**src/hdl/assert_macros.svh**
```systemverilog
`ifndef ASSERT_MACROS_SVH
`define ASSERT_MACROS_SVH

`ifndef SYNTHESIS
`define IFR_ASSERT_IMP(lbl, clk, rst_n, ante, cons) \
  lbl: assert property (@(posedge clk) disable iff (!rst_n) (ante) |-> (cons)) \
    else $error("implication check failed");
`define IFR_ASSERT_NEXT(lbl, clk, rst_n, ante, cons) \
  lbl: assert property (@(posedge clk) disable iff (!rst_n) (ante) |=> (cons)) \
    else $error("next-cycle check failed");
`else
`define IFR_ASSERT_IMP(lbl, clk, rst_n, ante, cons)
`define IFR_ASSERT_NEXT(lbl, clk, rst_n, ante, cons)
`endif

`endif

```
**src/hdl/ifr_pkg.sv**
```systemverilog
`timescale 1ns / 1ps
`default_nettype none

package ifr_pkg;

  localparam int unsigned FRAME_LEN  = 15;
  localparam int unsigned SUM_POS    = 14;
  localparam int unsigned FIRST_BODY = 2;
  localparam int unsigned LAST_BODY  = 13;
  localparam int unsigned CNT_W      = 4;

  localparam logic [7:0] HDR_SYNC = 8'hAA;
  localparam logic [7:0] HDR_ZERO = 8'h00;
  localparam logic [7:0] TAG_NORMAL  = 8'hEE;
  localparam logic [7:0] TAG_STANDBY = 8'hFF;
  localparam logic [7:0] TAG_SLEEP   = 8'hDD;

  localparam logic [16:0] ANGLE_WRAP = 17'd36000;

  typedef logic [1:0] mode_t;
  localparam mode_t MODE_NORMAL  = 2'd0;
  localparam mode_t MODE_STANDBY = 2'd1;
  localparam mode_t MODE_SLEEP   = 2'd2;

  typedef enum logic [2:0] {
    STS_COLLECT   = 3'd0,
    STS_HDR_DROP  = 3'd1,
    STS_SUM_FAIL  = 3'd2,
    STS_DATA      = 3'd3,
    STS_ACK_NORM  = 3'd4,
    STS_ACK_STBY  = 3'd5,
    STS_ACK_SLEEP = 3'd6
  } status_t;

  typedef enum logic [1:0] {
    ST_IDLE,
    ST_FINISH,
    ST_OUT
  } ctrl_state_t;

  typedef struct packed {
    logic load;
    logic finish;
  } dp_cmd_t;

  typedef struct packed {
    logic frame_end;
  } dp_status_t;

  typedef struct packed {
    logic [2:0]         status;
    logic [15:0]        angle;
    logic signed [15:0] rate;
    logic signed [15:0] accel_x;
    logic signed [15:0] accel_y;
    logic signed [15:0] accel_z;
    logic [7:0]         frame_index;
    logic [7:0]         calibration;
    logic               data_valid;
    logic               is_good;
    mode_t              remote_mode;
  } result_t;

endpackage

`default_nettype wire

```
**src/hdl/ifr_if.sv**
```systemverilog
`timescale 1ns / 1ps
`default_nettype none

interface ifr_in_if;
  logic       valid;
  logic       ready;
  logic [7:0] rx_byte;

  modport source (output valid, output rx_byte, input ready);
  modport sink   (input valid, input rx_byte, output ready);
endinterface

interface ifr_out_if;
  logic               valid;
  logic               ready;
  logic [2:0]         status;
  logic [15:0]        angle;
  logic signed [15:0] rate;
  logic signed [15:0] accel_x;
  logic signed [15:0] accel_y;
  logic signed [15:0] accel_z;
  logic [7:0]         frame_index;
  logic [7:0]         calibration;
  logic               data_valid;
  logic               is_good;
  logic [1:0]         remote_mode;

  modport source (output valid, output status, output angle, output rate,
                  output accel_x, output accel_y, output accel_z,
                  output frame_index, output calibration, output data_valid,
                  output is_good, output remote_mode, input ready);
  modport sink   (input valid, input status, input angle, input rate,
                  input accel_x, input accel_y, input accel_z,
                  input frame_index, input calibration, input data_valid,
                  input is_good, input remote_mode, output ready);
endinterface

interface ifr_cfg_if;
  logic       valid;
  logic       ready;
  logic [1:0] requested_mode;

  modport source (output valid, output requested_mode, input ready);
  modport sink   (input valid, input requested_mode, output ready);
endinterface

`default_nettype wire

```
**src/hdl/imu_frame_receiver.sv**
```systemverilog
`timescale 1ns / 1ps
`default_nettype none

// Channel  Direction  Payload
// in_bus   sink       rx_byte
// out_bus  source     status, angle, rate, accel_x/y/z, frame_index,
//                     calibration, data_valid, is_good, remote_mode
// cfg_bus  sink       requested_mode (always ready)
//
// An ordinary byte is accepted in ST_IDLE, then its result register is offered in ST_OUT.
// The byte that completes a frame also passes through ST_FINISH between them, the
// finish step for checksum, control decode and angle remap.
// One item at a time: in_bus is not ready while a result waits on out_bus.
// Reset is synchronous, active low; the frame count and held values clear.

module imu_frame_receiver (
  input wire        clk,
  input wire        rst_n,
  ifr_in_if.sink    in_bus,
  ifr_out_if.source out_bus,
  ifr_cfg_if.sink   cfg_bus
);
  import ifr_pkg::*;

  `include "assert_macros.svh"

  dp_cmd_t    cmd;
  dp_status_t st;
  result_t    res;

  ifr_ctrl u_ctrl (
    .clk       (clk),
    .rst_n     (rst_n),
    .in_valid  (in_bus.valid),
    .out_ready (out_bus.ready),
    .st        (st),
    .in_ready  (in_bus.ready),
    .out_valid (out_bus.valid),
    .cmd       (cmd)
  );

  ifr_dp u_dp (
    .clk      (clk),
    .rst_n    (rst_n),
    .cmd      (cmd),
    .rx_byte  (in_bus.rx_byte),
    .cfg_we   (cfg_bus.valid),
    .cfg_mode (cfg_bus.requested_mode),
    .st       (st),
    .res      (res)
  );

  assign cfg_bus.ready = 1'b1;

  assign out_bus.status      = res.status;
  assign out_bus.angle       = res.angle;
  assign out_bus.rate        = res.rate;
  assign out_bus.accel_x     = res.accel_x;
  assign out_bus.accel_y     = res.accel_y;
  assign out_bus.accel_z     = res.accel_z;
  assign out_bus.frame_index = res.frame_index;
  assign out_bus.calibration = res.calibration;
  assign out_bus.data_valid  = res.data_valid;
  assign out_bus.is_good     = res.is_good;
  assign out_bus.remote_mode = res.remote_mode;

  `IFR_ASSERT_IMP(a_no_accept_while_offering, clk, rst_n, in_bus.valid && in_bus.ready, !out_bus.valid)
  `IFR_ASSERT_IMP(a_data_sets_seen, clk, rst_n, out_bus.valid && (out_bus.status == STS_DATA), out_bus.data_valid)
  `IFR_ASSERT_IMP(a_ack_clears_good, clk, rst_n, out_bus.valid && ((out_bus.status == STS_ACK_STBY) || (out_bus.status == STS_ACK_SLEEP)), !out_bus.is_good)
  `IFR_ASSERT_IMP(a_idx_zero_off_data, clk, rst_n, out_bus.valid && (out_bus.status != STS_DATA), (out_bus.frame_index == 8'h00) && (out_bus.calibration == 8'h00))
  `IFR_ASSERT_NEXT(a_result_follows_item, clk, rst_n, in_bus.valid && in_bus.ready && !st.frame_end, out_bus.valid)

endmodule

`default_nettype wire

```
**src/hdl/ifr_ctrl.sv**
```systemverilog
`timescale 1ns / 1ps
`default_nettype none

module ifr_ctrl (
  input  wire                 clk,
  input  wire                 rst_n,
  input  wire                 in_valid,
  input  wire                 out_ready,
  input  ifr_pkg::dp_status_t st,
  output logic                in_ready,
  output logic                out_valid,
  output ifr_pkg::dp_cmd_t    cmd
);
  import ifr_pkg::*;

  ctrl_state_t state_r;
  ctrl_state_t state_nxt;

  always_ff @(posedge clk) begin
    if (!rst_n) begin
      state_r <= ST_IDLE;
    end else begin
      state_r <= state_nxt;
    end
  end

  always_comb begin
    state_nxt = state_r;
    case (state_r)
      ST_IDLE: begin
        if (in_valid) begin
          state_nxt = st.frame_end ? ST_FINISH : ST_OUT;
        end
      end
      ST_FINISH: begin
        state_nxt = ST_OUT;
      end
      ST_OUT: begin
        if (out_ready) begin
          state_nxt = ST_IDLE;
        end
      end
      default: begin
        state_nxt = ST_IDLE;
      end
    endcase
  end

  always_comb begin
    in_ready   = 1'b0;
    out_valid  = 1'b0;
    cmd        = '0;
    case (state_r)
      ST_IDLE: begin
        in_ready = 1'b1;
        cmd.load = in_valid;
      end
      ST_FINISH: begin
        cmd.finish = 1'b1;
      end
      ST_OUT: begin
        out_valid = 1'b1;
      end
      default: begin
        in_ready = 1'b0;
      end
    endcase
  end

endmodule

`default_nettype wire

```
**src/hdl/ifr_dp.sv**
```systemverilog
`timescale 1ns / 1ps
`default_nettype none

module ifr_dp (
  input  wire                 clk,
  input  wire                 rst_n,
  input  ifr_pkg::dp_cmd_t    cmd,
  input  wire [7:0]           rx_byte,
  input  wire                 cfg_we,
  input  wire [1:0]           cfg_mode,
  output ifr_pkg::dp_status_t st,
  output ifr_pkg::result_t    res
);
  import ifr_pkg::*;

  logic [CNT_W-1:0] count_r, count_nxt;
  logic [7:0]       body_r [FIRST_BODY:LAST_BODY];
  logic [7:0]       sum_r, sum_nxt;
  logic [7:0]       chk_r, chk_nxt;
  mode_t            req_r, req_nxt;
  mode_t            acked_r, acked_nxt;
  logic             good_r, good_nxt;
  logic             seen_r, seen_nxt;
  logic [15:0]      angle_r, angle_nxt;
  logic [15:0]      rate_r, rate_nxt;
  logic [15:0]      ax_r, ax_nxt;
  logic [15:0]      ay_r, ay_nxt;
  logic [15:0]      az_r, az_nxt;
  status_t          status_r, status_nxt;
  logic [7:0]       idx_r, idx_nxt;
  logic [7:0]       cal_r, cal_nxt;

  logic             hdr_bad;
  logic             ctl_frame;
  logic             zero_run;
  logic [7:0]       tag;
  logic [16:0]      angle_raw;
  logic [15:0]      raw_angle;

  assign st.frame_end = (count_r == CNT_W'(SUM_POS));

  assign hdr_bad = ((count_r == CNT_W'(0)) && (rx_byte != HDR_SYNC)) ||
                   ((count_r == CNT_W'(1)) && (rx_byte != HDR_ZERO));

  assign tag      = body_r[5];
  assign zero_run = (body_r[2] == 8'h00) && (body_r[3] == 8'h00) &&
                    (body_r[4] == 8'h00) && (body_r[8] == 8'h00) &&
                    (body_r[9] == 8'h00) && (body_r[10] == 8'h00) &&
                    (body_r[11] == 8'h00) && (body_r[12] == 8'h00) &&
                    (body_r[13] == 8'h00);
  assign ctl_frame = zero_run && (body_r[6] == tag) && (body_r[7] == tag) &&
                     (tag inside {TAG_NORMAL, TAG_STANDBY, TAG_SLEEP});

  assign raw_angle = {body_r[4], body_r[3]};
  assign angle_raw = ANGLE_WRAP - {raw_angle[15], raw_angle};

  always_comb begin
    count_nxt  = count_r;
    sum_nxt    = sum_r;
    chk_nxt    = chk_r;
    req_nxt    = cfg_we ? cfg_mode : req_r;
    acked_nxt  = acked_r;
    good_nxt   = good_r;
    seen_nxt   = seen_r;
    angle_nxt  = angle_r;
    rate_nxt   = rate_r;
    ax_nxt     = ax_r;
    ay_nxt     = ay_r;
    az_nxt     = az_r;
    status_nxt = status_r;
    idx_nxt    = idx_r;
    cal_nxt    = cal_r;

    if (cmd.load) begin
      status_nxt = STS_COLLECT;
      idx_nxt    = 8'h00;
      cal_nxt    = 8'h00;
      if (hdr_bad) begin
        status_nxt = STS_HDR_DROP;
        count_nxt  = '0;
      end else if (count_r == CNT_W'(SUM_POS)) begin
        chk_nxt   = rx_byte;
        count_nxt = '0;
      end else begin
        count_nxt = count_r + CNT_W'(1);
        if (count_r == CNT_W'(0)) begin
          sum_nxt = 8'h00;
        end else if (count_r >= CNT_W'(FIRST_BODY)) begin
          sum_nxt = sum_r + rx_byte;
        end
      end
    end

    if (cmd.finish) begin
      if (chk_r != sum_r) begin
        status_nxt = STS_SUM_FAIL;
      end else if (ctl_frame) begin
        case (tag)
          TAG_NORMAL: begin
            acked_nxt  = MODE_NORMAL;
            status_nxt = STS_ACK_NORM;
          end
          TAG_STANDBY: begin
            acked_nxt  = MODE_STANDBY;
            good_nxt   = 1'b0;
            status_nxt = STS_ACK_STBY;
          end
          default: begin
            acked_nxt  = MODE_SLEEP;
            good_nxt   = 1'b0;
            status_nxt = STS_ACK_SLEEP;
          end
        endcase
      end else begin
        angle_nxt  = (angle_raw >= ANGLE_WRAP) ? 16'(angle_raw - ANGLE_WRAP)
                                               : angle_raw[15:0];
        rate_nxt   = 16'h0000 - {body_r[6], body_r[5]};
        ay_nxt     = {body_r[8], body_r[7]};
        ax_nxt     = 16'h0000 - {body_r[10], body_r[9]};
        az_nxt     = 16'h0000 - {body_r[12], body_r[11]};
        if (req_r == MODE_NORMAL) begin
          good_nxt = 1'b1;
        end
        seen_nxt   = 1'b1;
        idx_nxt    = body_r[2];
        cal_nxt    = body_r[13];
        status_nxt = STS_DATA;
      end
    end
  end

  always_ff @(posedge clk) begin
    if (!rst_n) begin
      count_r  <= '0;
      req_r    <= MODE_STANDBY;
      acked_r  <= MODE_STANDBY;
      good_r   <= 1'b0;
      seen_r   <= 1'b0;
      angle_r  <= '0;
      rate_r   <= '0;
      ax_r     <= '0;
      ay_r     <= '0;
      az_r     <= '0;
      status_r <= STS_COLLECT;
      idx_r    <= '0;
      cal_r    <= '0;
    end else begin
      count_r  <= count_nxt;
      req_r    <= req_nxt;
      acked_r  <= acked_nxt;
      good_r   <= good_nxt;
      seen_r   <= seen_nxt;
      angle_r  <= angle_nxt;
      rate_r   <= rate_nxt;
      ax_r     <= ax_nxt;
      ay_r     <= ay_nxt;
      az_r     <= az_nxt;
      status_r <= status_nxt;
      idx_r    <= idx_nxt;
      cal_r    <= cal_nxt;
    end
  end

  always_ff @(posedge clk) begin
    sum_r <= sum_nxt;
    chk_r <= chk_nxt;
  end

  for (genvar i = FIRST_BODY; i <= LAST_BODY; i++) begin : g_body
    always_ff @(posedge clk) begin
      if (cmd.load && !hdr_bad && (count_r == CNT_W'(i))) begin
        body_r[i] <= rx_byte;
      end
    end
  end

  always_comb begin
    res.status      = status_r;
    res.angle       = angle_r;
    res.rate        = rate_r;
    res.accel_x     = ax_r;
    res.accel_y     = ay_r;
    res.accel_z     = az_r;
    res.frame_index = idx_r;
    res.calibration = cal_r;
    res.data_valid  = seen_r;
    res.is_good     = good_r;
    res.remote_mode = acked_r;
  end

endmodule

`default_nettype wire

```
**src/flat_wrapper.sv**
```systemverilog
// flat-port wrapper written by rule: the top's interface ports become plain ports
module imu_frame_receiver_flat import ifr_pkg::*;
  (clk, rst_n, in_bus_valid, in_bus_rx_byte, in_bus_ready, out_bus_valid, out_bus_status, out_bus_angle, out_bus_rate, out_bus_accel_x, out_bus_accel_y, out_bus_accel_z, out_bus_frame_index, out_bus_calibration, out_bus_data_valid, out_bus_is_good, out_bus_remote_mode, out_bus_ready, cfg_bus_valid, cfg_bus_requested_mode, cfg_bus_ready);
  ifr_in_if in_bus_i ();
  ifr_out_if out_bus_i ();
  ifr_cfg_if cfg_bus_i ();
  input wire clk;
  input wire rst_n;
  input wire logic [$bits(in_bus_i.valid)-1:0] in_bus_valid;
  input wire logic [$bits(in_bus_i.rx_byte)-1:0] in_bus_rx_byte;
  output wire logic [$bits(in_bus_i.ready)-1:0] in_bus_ready;
  output wire logic [$bits(out_bus_i.valid)-1:0] out_bus_valid;
  output wire logic [$bits(out_bus_i.status)-1:0] out_bus_status;
  output wire logic [$bits(out_bus_i.angle)-1:0] out_bus_angle;
  output wire logic [$bits(out_bus_i.rate)-1:0] out_bus_rate;
  output wire logic [$bits(out_bus_i.accel_x)-1:0] out_bus_accel_x;
  output wire logic [$bits(out_bus_i.accel_y)-1:0] out_bus_accel_y;
  output wire logic [$bits(out_bus_i.accel_z)-1:0] out_bus_accel_z;
  output wire logic [$bits(out_bus_i.frame_index)-1:0] out_bus_frame_index;
  output wire logic [$bits(out_bus_i.calibration)-1:0] out_bus_calibration;
  output wire logic [$bits(out_bus_i.data_valid)-1:0] out_bus_data_valid;
  output wire logic [$bits(out_bus_i.is_good)-1:0] out_bus_is_good;
  output wire logic [$bits(out_bus_i.remote_mode)-1:0] out_bus_remote_mode;
  input wire logic [$bits(out_bus_i.ready)-1:0] out_bus_ready;
  input wire logic [$bits(cfg_bus_i.valid)-1:0] cfg_bus_valid;
  input wire logic [$bits(cfg_bus_i.requested_mode)-1:0] cfg_bus_requested_mode;
  output wire logic [$bits(cfg_bus_i.ready)-1:0] cfg_bus_ready;
  assign in_bus_i.valid = in_bus_valid;
  assign in_bus_i.rx_byte = in_bus_rx_byte;
  assign in_bus_ready = in_bus_i.ready;
  assign out_bus_valid = out_bus_i.valid;
  assign out_bus_status = out_bus_i.status;
  assign out_bus_angle = out_bus_i.angle;
  assign out_bus_rate = out_bus_i.rate;
  assign out_bus_accel_x = out_bus_i.accel_x;
  assign out_bus_accel_y = out_bus_i.accel_y;
  assign out_bus_accel_z = out_bus_i.accel_z;
  assign out_bus_frame_index = out_bus_i.frame_index;
  assign out_bus_calibration = out_bus_i.calibration;
  assign out_bus_data_valid = out_bus_i.data_valid;
  assign out_bus_is_good = out_bus_i.is_good;
  assign out_bus_remote_mode = out_bus_i.remote_mode;
  assign out_bus_i.ready = out_bus_ready;
  assign cfg_bus_i.valid = cfg_bus_valid;
  assign cfg_bus_i.requested_mode = cfg_bus_requested_mode;
  assign cfg_bus_ready = cfg_bus_i.ready;
  imu_frame_receiver u_core (.clk(clk), .rst_n(rst_n), .in_bus(in_bus_i), .out_bus(out_bus_i), .cfg_bus(cfg_bus_i));
endmodule
```
**config.mk**
```make
export PLATFORM = sky130hd
export DESIGN_NAME = imu_frame_receiver_flat
export DESIGN_NICKNAME = d
export VERILOG_FILES = /design/src/hdl/ifr_pkg.sv /design/src/hdl/ifr_if.sv /design/src/hdl/imu_frame_receiver.sv /design/src/hdl/ifr_ctrl.sv /design/src/hdl/ifr_dp.sv /design/src/flat_wrapper.sv
export VERILOG_INCLUDE_DIRS = /design/src /design/src/hdl
export SDC_FILE = /design/constraint.sdc
export NUM_CORES = 1
export LEC_CHECK = 0
export BUFFER_PORTS_ARGS = -buffer_cell sky130_fd_sc_hd__buf_4
export CAP_MARGIN = 20
export CORE_UTILIZATION = 40
export DETAILED_ROUTE_END_ITERATION = 10
export GPL_TIMING_DRIVEN = 1
export HOLD_SLACK_MARGIN = 0.1
export MAX_ROUTING_LAYER = met4
export PLACE_DENSITY_LB_ADDON = 0.12
export SLEW_MARGIN = 20
export SYNTH_ARGS = -nofsm -noshare
export SYNTH_HDL_FRONTEND = slang
export SYNTH_SLANG_ARGS = --single-unit
export TNS_END_PERCENT = 100
```
**constraint.sdc**
```tcl
create_clock -name clk -period 5.85 [get_ports clk]
set_input_delay 1.17 -clock clk [delete_from_list [all_inputs] [get_ports clk]]
set_output_delay 1.17 -clock clk [all_outputs]
set_load 0.005 [all_outputs]
```
Yosys cells after proc, flatten, opt, wreduce, memory -nomap -nowiden
Memory sizes are Yosys's and may differ from the RTL's.
Index checks and enable logic that the tools add are counted.

word-level totals
  input port bits = 15
  output and inout port bits = 106
  RAM bits = 96
  latch bits = 0
  bits in read-only memories = 0
  memories kept = 1
  register bits after elaboration = 127

memory list
  memory              words  bits a word  rd ports  clocked after Yosys merged registers in  wr ports  RTL line      source
  u_core.u_dp.body_r  12     8            12        0                                        1         ifr_dp.sv:17  logic [7:0] body_r [FIRST_BODY:LAST_BODY];

operators by class
  reductions and logical operators = 62
  multipliers = 0
  $add $sub $neg = 7
  mux-type cells = 87
  divide/modulo/power cells = 0
  bitwise gates (word level) = 4
  eq/ne operators = 26
  shifts and indexed selects = 0
  $lt $le $gt $ge = 2

operators by type and width
  cell                                                                                    number
  8-bit 2-to-1 mux                                                                        20
  8-bit OR reduction                                                                      11
  8-bit zero test                                                                         9
  4-bit 2-to-1 mux                                                                        13
  1-bit by 16-bit subtractor with 16-bit output (first input constant)                    3
  1-bit 2-to-1 mux                                                                        43
  4-bit equality test (second input constant)                                             7
  1-bit logical AND                                                                       26
  8-bit equality test (second input constant)                                             3
  17-bit by 16-bit greater-or-equal comparator with 1-bit output (second input constant)  1
  16-bit by 17-bit subtractor with 17-bit output (first input constant)                   1
  4-bit by 3-bit equality test with 1-bit output (second input constant)                  4
  8-bit equality test                                                                     2
  16-bit 2-to-1 mux                                                                       1
  16-bit subtractor (second input constant)                                               1
  3-bit 2-to-1 mux                                                                        4
  3-bit AND reduction                                                                     3
  8-bit adder                                                                             1
  4-bit by 2-bit equality test with 1-bit output (second input constant)                  2
  8-bit != test                                                                           1
  8-bit != test (second input constant)                                                   1
  2-bit one-hot mux with 2 select lines                                                   2
  4-bit AND reduction                                                                     2
  8-bit nonzero test                                                                      1
  16 further kinds                                                                        26

Depth between registers and ports, before layout
  depth after elaboration = 20
  depth in mapped cells = 14
  mapped depth without buffers = 13

Modules after synthesis
Synthesis repeated with hierarchy kept, for this count alone.

unflattened totals
  cell total of the unflattened synthesis = 960
  area total of the unflattened synthesis = 9644.2 µm²

modules (own cells, without submodules)
  module              area each (µm²)  cells each  instances  seq. area each (µm²)
  ifr_dp              9525.4           946         1          5545.3
  ifr_ctrl            107.6            12          1          40.0
  imu_frame_receiver  11.3             2           1          0.0

Least setup slack after synthesis
No wires, ideal clock.

  path kind = reg2reg
  start = mem u_core.u_dp.body_r[3][0]
  end = reg u_core.u_dp.angle_r[9]
  arrival = 3.154 ns
  setup slack = 2.611 ns
  path buffers = 1
  cell stages (with the launch flop) = 15
  data required time = 5.764 ns
  path through = edfxtp_1 inv_1 ha_1 or4b_4 nand2_1 xor2_1 ha_1 o221ai_1 a211oi_2 o22ai_1 a211oi_2 buf_4 nor3_2 xnor2_1 a211oi_1

RTL lines
  item                  RTL line       source
  start, declared       ifr_dp.sv:17
  end signal, assigned  ifr_dp.sv:153  angle_r <= angle_nxt;
  end, declared         ifr_dp.sv:24   logic [15:0] angle_r, angle_nxt;

==> impl_metrics.ini <==
[global_route]
grt_max_degree = 87
grt_pass1_wl_um = 41100
grt_pass1_vias = 7286
grt_antenna_before_repair = 0
overflow = 0
use_met1 = 0.291
met3_usage = 0.0265
grt_use_total = 0.210
busiest_layer = met2
grtUsageMet2 = 0.329

[floorplanning]
io_pins = 121
die_h_um = 160
die_area_um2 = 25600
rows = 57
start_util = 0.409
design.core.area_um2 = 24400
die_w_um = 160

[sta]
finalWorstSetupSlack_ns = 1.66
worst_slew_pin_slew_ns = 0.974
rsz0062_at_grt = false
hold_viol_final = 0
setup_viol = 0
fmax_mhz = 239
setup_tns_ns = 0
slew_violations = 0
slew_headroom = 0.349
skew_ns = 0.0147
post-route-period-util = 0.716
fin_crit_ns = 4.19

[clock_tree]
clk_latency_ns = 0.53
cts.path.max_buffers = 3
htree_levels = 1
path_clk_slew_ns = 0.06
postCtsSetupBuffers = 0
postCtsHoldBufs = 0
cts_tree = done
cts_resized = 0
clock_sinks = 223
cts-root-buf = clkbuf_16
cts_buffers = 26

[route]
wire_per_inst_um = 18.1
dr.pass1.iters = 5
vias = 7640
drc = 0
drt_wl_total_um = 26100
drt_iter0_markers = 498
detail-route-antenna-nets = 0
via_per_inst = 5.29

[logic_synthesis]
synth-edff-count = 112
syn_area_per_cell_um2 = 10.1
yosysWarnings = 0
synth_fp_nets = 1024
async_reset_ff_frac = 0
synth_ff_type = edfxtp_1
ys_types = 73
syn-cell-area_um2 = 9980
ys_ff_latch = 223
netlist_instances = 993
yosysSeqAreaShare = 0.559

[power]
vdd_drop_max_uv = 236
p_per_area_nw_per_um2 = 271
leakage_nw = 4.15

[worst_setup_path]
r2r_end = u_core.u_dp.angle_r[6]
r2r_slack_ns = 1.66
crit_arrival_ns = 4.61
reg2reg_from = u_core.u_dp.body_r[3][0]
crit_path_top_delay_cell = a211oi_2
crit_type = flop to flop
worstSetupStartpointType = flop
critPathCaptureType = flop
cp-endpoint = u_core.u_dp.angle_r[6]
cp.required_ns = 6.27
timing.critical_path.buf_inv = 1
path_max_fanout = 15
setup.worst_path.start = u_core.u_dp.body_r[3][0]
r2r_cells = 13
cpPeakStageDelay_ns = 0.84
crit_family = compound AO/OA/AOI/OAI gates
path_cells = inv_1 > ha_1 > or4b_4 > nand2_1 > xor2_1 > ha_1 > o221ai_1 > a211oi_2 > o22ai_1 > a211oi_2 > nor2_1 > or4_1 > o311ai_1
cp.depth = 13

[cells_and_area]
area_growth_pct = 19.6
layoutNonFillerInstCount = 1444
final_core_util = 0.490
layout-drive-gt1-share = 0.181
fillers = 2340
final_common_cell = nand2_1
final_nets = 1131
antenna_cells = 0
final_cell_mix = 188 x nand2_1, 129 x buf_4, 112 x edfxtp_1

[job]
cap_violations = 0

[outcome]
status = complete, no violations

[placed_design]
port_buffers = 119
hpwl_um = 17600
gp_congestion = 0.830
post-place-cells = 1396
pre_cts_ws_ns = 1.71

[hold_path]
worstHoldPathCells = 2
hp-class = flop to flop
## metal layers
metal	share of wire	up-vias
met5	0	-
met3	0.053	26
met2	0.46	209
met1	0.47	3651
li1	-	3754
met4	0.013	0
## tightest hold or removal path: stages (launching register included)
cell and delay, ns:
dfxtp_1 0.31, nand2_1 0.05, a21oi_1 0.05
## cells in the mapped netlist, drive strengths merged, types with 2 or more instances
library cell | number | area (µm²)
xnor2 | 50 | 445
a211o | 3 | 26.3
o221ai | 2 | 23.8
o2111ai | 2 | 17.5
xor2 | 22 | 193
o311ai | 4 | 52.6
o211ai | 3 | 27.5
or2 | 5 | 31.3
nand4 | 11 | 68.8
or3 | 12 | 85.1
o31ai | 5 | 37.5
inv | 20 | 75.1
or4 | 9 | 67.6
nand3b | 3 | 22.5
a21oi | 108 | 548
edfxtp | 112 | 3360
nor2b | 11 | 68.8
nor4 | 32 | 215
and3 | 7 | 43.8
a31oi | 2 | 12.5
nor3 | 30 | 160
dfxtp | 111 | 2220
nand2 | 188 | 706
mux2i | 4 | 40.0
o211a | 3 | 30.0
buf | 20 | 128
a211oi | 6 | 60.1
o21bai | 3 | 22.5
a22oi | 2 | 15.0
nand3 | 34 | 188
and2 | 4 | 25.0
o22ai | 3 | 18.8
a221oi | 2 | 17.5
nand2b | 11 | 68.8
o31a | 3 | 26.3
clkbuf | 30 | 113
ha | 15 | 188
o21ai | 17 | 88.8
mux2 | 3 | 33.8
nor2 | 66 | 248
## per-stage QoR
| stage | hold slack (ns) | instance area [µm²] | power, mW |
|---|---|---|---|
| 6_report | 0.449 | 11900 | 3.24 |
| 5_1_grt | 0.467 | 11900 | 3.34 |
| 4_1_cts | 0.454 | 11900 | 3.27 |
| 3_5_place_dp | 0.445 | 11100 | 1.75 |
| 3_3_place_gp | 0.440 | 11100 | 1.75 |
| 2_1_floorplan | 0.443 | 9980 | 1.71 |
## sequential cells by signal, summed over array words and instances (netlist names)
name and cells:
u_core.u_ctrl.state_r 2, u_core.u_dp.acked_r 2, u_core.u_dp.angle_r 16, u_core.u_dp.ax_r 16
u_core.u_dp.ay_r 16, u_core.u_dp.az_r 16, u_core.u_dp.body_r 96, u_core.u_dp.cal_r 8
u_core.u_dp.chk_r 8, u_core.u_dp.count_r 4, u_core.u_dp.good_r 1, u_core.u_dp.idx_r 8
u_core.u_dp.rate_r 16, u_core.u_dp.req_r 2, u_core.u_dp.seen_r 1, u_core.u_dp.status_r 3
u_core.u_dp.sum_r 8
## where the power goes
group | switching (mW) | leakage, nW | internal [mW] | total, mW
Clock | 0.643 | 0.402 | 0.884 | 1.53
Combinational | 0.0503 | 1.84 | 0.0194 | 0.0697
Sequential | 0.00210 | 1.90 | 1.64 | 1.64
Total | 0.696 | 4.15 | 2.54 | 3.24
## how the worst min path moves through the flow
| stage | startpoint | endpoint | slack (ns) |
|---|---|---|---|
| after floorplan | u_core.u_dp.req_r[0] | u_core.u_dp.req_r[0] | 0.44 |
| after global placement | u_core.u_dp.rate_r[2] | u_core.u_dp.rate_r[2] | 0.44 |
| after detailed placement | u_core.u_dp.az_r[2] | u_core.u_dp.az_r[2] | 0.44 |
| after CTS | u_core.u_dp.rate_r[10] | u_core.u_dp.rate_r[10] | 0.45 |
| after global routing | u_core.u_dp.ay_r[1] | u_core.u_dp.ay_r[1] | 0.47 |
| final | u_core.u_dp.rate_r[10] | u_core.u_dp.rate_r[10] | 0.45 |
## cell families after synthesis
family,Yosys count,synth area share
AO/OA/AOI/OAI,175,0.109
XOR/XNOR,72,0.0639
adder cells (fa/ha/maj),16,0.0208
buffers and inverters,70,0.0316
flip-flops,223,0.559
multiplexers,7,0.00739
other,1,0.000376
AND/OR/NAND/NOR,429,0.208
## area by class of cell
cell class                      instances  area (µm²)  area share
Tap cell                              324         405      0.0339
Multi-Input combinational cell        700        4100       0.344
Clock inverter                         11        61.3     0.00513
Clock buffer                           37         743      0.0622
Timing Repair Buffer                  129         968      0.0811
Inverter                               20        76.3     0.00639
Sequential cell                       223        5590       0.468
(Power assumes the default switching activity.)
